--- src/rtl/qvr_pkg.sv ---
// ----------------------------------------------------------------------------
// qvr_pkg
// Shared widths and stage types for the quaternion vector rotation pipeline.
// ----------------------------------------------------------------------------
package qvr_pkg;

  localparam int DW   = 16;            // vector and result component width
  localparam int QFB  = 14;            // quaternion fraction bits
  localparam int QW   = QFB + 2;       // quaternion part width
  localparam int PW   = QW + DW;       // quaternion times vector product
  localparam int SQW  = 2 * QW;        // quaternion square product
  localparam int SUM_W = ((SQW > PW) ? SQW : PW) + 2;
  localparam int MUL_W = SUM_W + ((QW > DW) ? QW : DW);
  localparam int NUM_W = MUL_W + 2;    // signed numerator of one component
  localparam int NN_W  = NUM_W + 1;    // 2*|num| + n
  localparam int DD_W  = SUM_W + 1;    // 2*n
  localparam int FRONT_LAT = 4;        // register stages ahead of the dividers
  localparam int LAT   = FRONT_LAT + DW;

  // One divider lane's operands.
  typedef struct packed {
    logic [NN_W-1:0] nn;
    logic            neg;
    logic            ovf;
  } lane_in_t;

  // Everything the front end hands to the division stages.
  typedef struct packed {
    lane_in_t [2:0]  lane;
    logic [DD_W-1:0] dd;
    logic            zero;
  } front_t;

  // One divider lane's result.
  typedef struct packed {
    logic [DW-1:0] q;
    logic          neg;
    logic          ovf;
  } lane_out_t;

endpackage

--- src/rtl/qvr_div_lane.sv ---
// ----------------------------------------------------------------------------
// qvr_div_lane
// Pipelined restoring divider, one quotient bit per register stage.
// ----------------------------------------------------------------------------
module qvr_div_lane (
  input  logic                         clk,
  input  logic                         en,
  input  qvr_pkg::lane_in_t            din,
  input  logic [qvr_pkg::DD_W-1:0]     dd,
  output qvr_pkg::lane_out_t           dout
);
  import qvr_pkg::*;

  logic [DD_W-1:0] rem_s [DW+1];
  logic [DD_W-1:0] dd_s  [DW+1];
  logic [DW-1:0]   low_s [DW+1];
  logic [DW-1:0]   q_s   [DW+1];
  logic            neg_s [DW+1];
  logic            ovf_s [DW+1];

  // The upper dividend bits are below the divisor unless the overflow flag is set.
  assign rem_s[0] = DD_W'(din.nn[NN_W-1:DW]);
  assign low_s[0] = din.nn[DW-1:0];
  assign dd_s[0]  = dd;
  assign q_s[0]   = '0;
  assign neg_s[0] = din.neg;
  assign ovf_s[0] = din.ovf;

  for (genvar k = 0; k < DW; k++) begin : g_step
    logic [DD_W:0]   trial;
    logic [DD_W-1:0] rem_r;
    logic [DD_W-1:0] dd_r;
    logic [DW-1:0]   low_r;
    logic [DW-1:0]   q_r;
    logic            neg_r;
    logic            ovf_r;

    assign trial = {rem_s[k], low_s[k][DW-1]} - {1'b0, dd_s[k]};

    always_ff @(posedge clk) begin
      if (en) begin
        rem_r <= trial[DD_W] ? {rem_s[k][DD_W-2:0], low_s[k][DW-1]} : trial[DD_W-1:0];
        q_r   <= {q_s[k][DW-2:0], ~trial[DD_W]};
        low_r <= {low_s[k][DW-2:0], 1'b0};
        dd_r  <= dd_s[k];
        neg_r <= neg_s[k];
        ovf_r <= ovf_s[k];
      end
    end

    assign rem_s[k+1] = rem_r;
    assign dd_s[k+1]  = dd_r;
    assign low_s[k+1] = low_r;
    assign q_s[k+1]   = q_r;
    assign neg_s[k+1] = neg_r;
    assign ovf_s[k+1] = ovf_r;
  end

  assign dout.q   = q_s[DW];
  assign dout.neg = neg_s[DW];
  assign dout.ovf = ovf_s[DW];

endmodule

--- config.mk ---
export PLATFORM = sky130hd
export DESIGN_NAME = qvr_div_lane
export DESIGN_NICKNAME = d
export VERILOG_FILES = /design/src/rtl/qvr_pkg.sv /design/src/rtl/qvr_div_lane.sv
export SDC_FILE = /design/constraint.sdc
export NUM_CORES = 2
export LEC_CHECK = 0
export BUFFER_PORTS_ARGS = -buffer_cell sky130_fd_sc_hd__buf_4
export CORE_MARGIN = 8
export CORE_UTILIZATION = 45
export CTS_BUF_LIST = sky130_fd_sc_hd__clkbuf_2
export CTS_CLUSTER_DIAMETER = 120
export DETAILED_ROUTE_END_ITERATION = 7
export GPL_ROUTABILITY_DRIVEN = 0
export SETUP_SLACK_MARGIN = 0.1
export SLEW_MARGIN = 0
export SYNTH_ARGS = -nofsm -noshare
export SYNTH_HDL_FRONTEND = slang
export SYNTH_SLANG_ARGS = --single-unit
--- constraint.sdc ---
create_clock -name clk -period 4.1 [get_ports clk]
set_clock_uncertainty 0.15 [all_clocks]
set_input_delay 0 -clock clk [delete_from_list [all_inputs] [get_ports clk]]
set_output_delay 0 -clock clk [all_outputs]
set_load 0.01 [all_outputs]
==> qor.csv <==
metric,value,unit
status,"finished, violations left",
violated checks,"hold timing, setup timing",
CP required,5.34,ns
Layout Cells excl Fill,9715,
largest net degree at the start of global routing,127,
crit-path cells,"dlygate4sd3_1, buf_4, dlygate4sd3_1, dlygate4sd3_1, ha_1, nand4_1, or2_0, a211oi_2, o311ai_1, buf_4, a31oi_2, o21ai_2, a21oi_1, buf_4, xor2_4, buf_12, buf_12, buf_4, nor2_1, dlygate4sd3_1, a21oi_1",
setup tns final,-0.360,ns
Flop pwr share,32.3,%
area post-placement,0.0809,mm^2
Synth Cell Area,0.0760,mm^2
CP max-delay cell,dlygate4sd3_1,
sw frac,37.1,%
f_max,0.233,GHz
Leakage,37.6,nW
FILL cells,14300,
Max-Cap Viols,0,
"Net Count, Synth",6958,
Setup WS post-layout,-0.199,ns
# nets final,7919,
P&R area growth vs syn,17.1,%
Longest Clk Path Bufs,4,
Max transition margin,31.0,%
Die W,427,um
CP Launch Type,input port,
"Slew Viols, Final",0,
gr ovfl total,0,
Synth area leader,edfxtp_1,
post-synthesis register bit count,1338,
share of cells above drive strength 1,20.3,%
I/O pins,110,
NetSw,25.7,mW
vias in the first global route,53200,
DR iter-0 viols,2325,
Critical Path AT,5.54,ns
WS Path Type,input port to flip-flop,
Final HPWL DP,106,mm
FP Rows,151,
Die Area,0.182,mm^2
Die Y,427,um
Clock Power Share,12.5,%
Post-Place Cells,8685,
Post-synth top flop,edfxtp_1,
Synth warnings,0,
Initial Util,45.1,%
dpl ws,0.0731,ns
Via density,5.25,
clk root buf,clkbuf_2,
residual DRC count,0,
post-route cell area,0.0890,mm^2
clk sink count,1338,
Int Pwr,43.6,mW
final WL,154,mm
Avg WL per Cell,15.9,um
WL met3,5.39,mm
RSZ-0062 raised after global routing,true,
Top Metal Used,met4,
number of buffers created by CTS,367,
H-Tree Depth,5,
GRT Total Usage,16.2,%
number of port buffers,107,
Fin. Hold Viols,2,
fin crit period,4.30,ns
worst hold path startpoint,din[25],
initial antenna violation count,3,
Clock Latency Late Sink,1.62,ns
core area,0.169,mm^2
worst-margin pin slew,1.04,ns
Mapped Avg Cell Area,12.1,um^2
first-pass GRT wire length,247,mm
Crit Path Max Fanout,35,
"count leader, synth",edfxtp_1,
CTS tree,done,
crit share post-route,105,%
VDD IR max,409,uV
FF+latch area,0.0402,mm^2
count of endpoints failing setup in the final report,5,
pwr dens,779,mW/mm^2
Yosys cell types,105,
number of synthesized flops with an enable pin,1338,
sequential area share after synthesis,52.8,%
post-synth top area share,52.8,%
crit path from,din[24],
top post-synthesis cells by count,"edfxtp_1, inv_1, ha_1",
HP Class,input port to flip-flop,
Worst path max stage delay,0.58,ns
"Clk pin slew, worst setup/hold paths",0.09,ns
Comb power frac,55.2,%
WL met1,57.5,mm
crit path capture type,flip-flop,
DR WL met2,82.9,mm
area of the multi-input gates,0.0335,mm^2
cell count after synthesis,6292,
Synth async-reset ratio,0,%
antenna violation net count after detailed routing,0,
drt pass-1 iters,5,
Worst R2R Start,g_step[7].rem_r[11],
worst hold slack,-0.198,ns
DR vias,51000,
largest cells by area after synthesis,"edfxtp_1, ha_1, mux2_2",
cells by family after synthesis:
group	count (synthesis)	synth area share (%)
AO/OA/AOI/OAI	1595	13.9
AND/OR/NAND/NOR	1027	6.58
flip-flops	1338	52.8
multiplexers	485	7.41
buffers and inverters	817	4.30
XOR/XNOR	456	5.42
adder cells (fa/ha/maj)	574	9.59
registers in the layout, summed over array words and instances (netlist names):
name	count
g_step.q_r	136
g_step.ovf_r	16
g_step.dd_r	525
g_step.rem_r	525
g_step.low_r	120
g_step.neg_r	16
layout make-up:
type / instances / share of cell area (%)
antenna: 10 / 0.0281
clock buffer: 501 / 2.82
clock inverter: 102 / 0.496
inverter: 693 / 2.92
multi-input combinational: 4137 / 37.6
sequential: 1338 / 45.1
tap: 2218 / 3.12
timing repair buffer: 716 / 7.90
cells in the final DEF, fill, tap and decap left out, types with 71 or more instances in the layout:
cell type	synthesis	layout
a21o_1	310	310
a21oi_1	470	450
buf_4	16	303
clkbuf_2	0	501
clkinv_1	0	71
dlygate4sd3_1	0	355
edfxtp_1	1338	1338
ha_1	559	547
inv_1	693	689
mux2_2	369	352
mux2_4	55	77
nand2_1	277	274
nand3_1	92	92
nor2_1	260	260
o21ai_0	253	241
xnor2_1	276	275
xor2_1	170	169
layer usage:
layer | vias to the layer above | GRT usage, %
met5 | - | 0
met4 | 0 | 9.51
met3 | 569 | 2.85
met2 | 1108 | 31.1
met1 | 23800 | 16.1
li1 | 25500 | -
metrics by stage:
stage | power, mW | hold WS (ns) | utilization, %
detailed placement | 57.3 | 0.0293 | 47.9
floorplan | 49.3 | -0.0511 | -
CTS | 67.3 | -0.726 | 51.9
global route | 74.6 | -0.525 | 52.8
finish | 69.3 | -0.198 | 52.8
global placement | 56.8 | 0.0285 | 47.9
power groups by stage:
stage | clock, mW | combinational [mW] | sequential, mW
floorplan | 0 | 27.3 | 22.0
finish | 8.65 | 38.3 | 22.4
global route | 9.80 | 42.0 | 22.8
CTS | 9.19 | 35.7 | 22.4
global placement | 0 | 34.1 | 22.7
detailed placement | 0 | 34.6 | 22.7
worst max-delay path: cells and delay by family:
family                     cells  cell delay, ns
buffers and inverters         10            3.24
AOI/OAI and AO/OA              6            1.19
and+or+nand+nor                3            0.51
adders and majority gates      1            0.42
xor gates and xnor gates       1            0.16
worst paths after layout:
path / endpoint / slack (ns) / depth (start not counted)
hold reg to reg: g_step[12].q_r[12] / 0.20 / 0
hold / removal: g_step[0].rem_r[8] / -0.20 / 4
setup / recovery: g_step[0].rem_r[2] / -0.20 / 21
setup reg to reg: g_step[8].rem_r[30] / 0.10 / 14
timing repair:
| action | in CTS | in global routing |
|---|---|---|
| buffers inserted | 5 | 43 |
| pin swaps | 5 | 66 |
| hold endpoints to repair | 1426 | 9 |
| resized for setup | 21 | 169 |
| endpoints found under the setup margin | 98 | 410 |
| hold buffers | 346 | 11 |
| cloned | 2 | 10 |
Note: power is estimated with default switching activity, not from simulation.
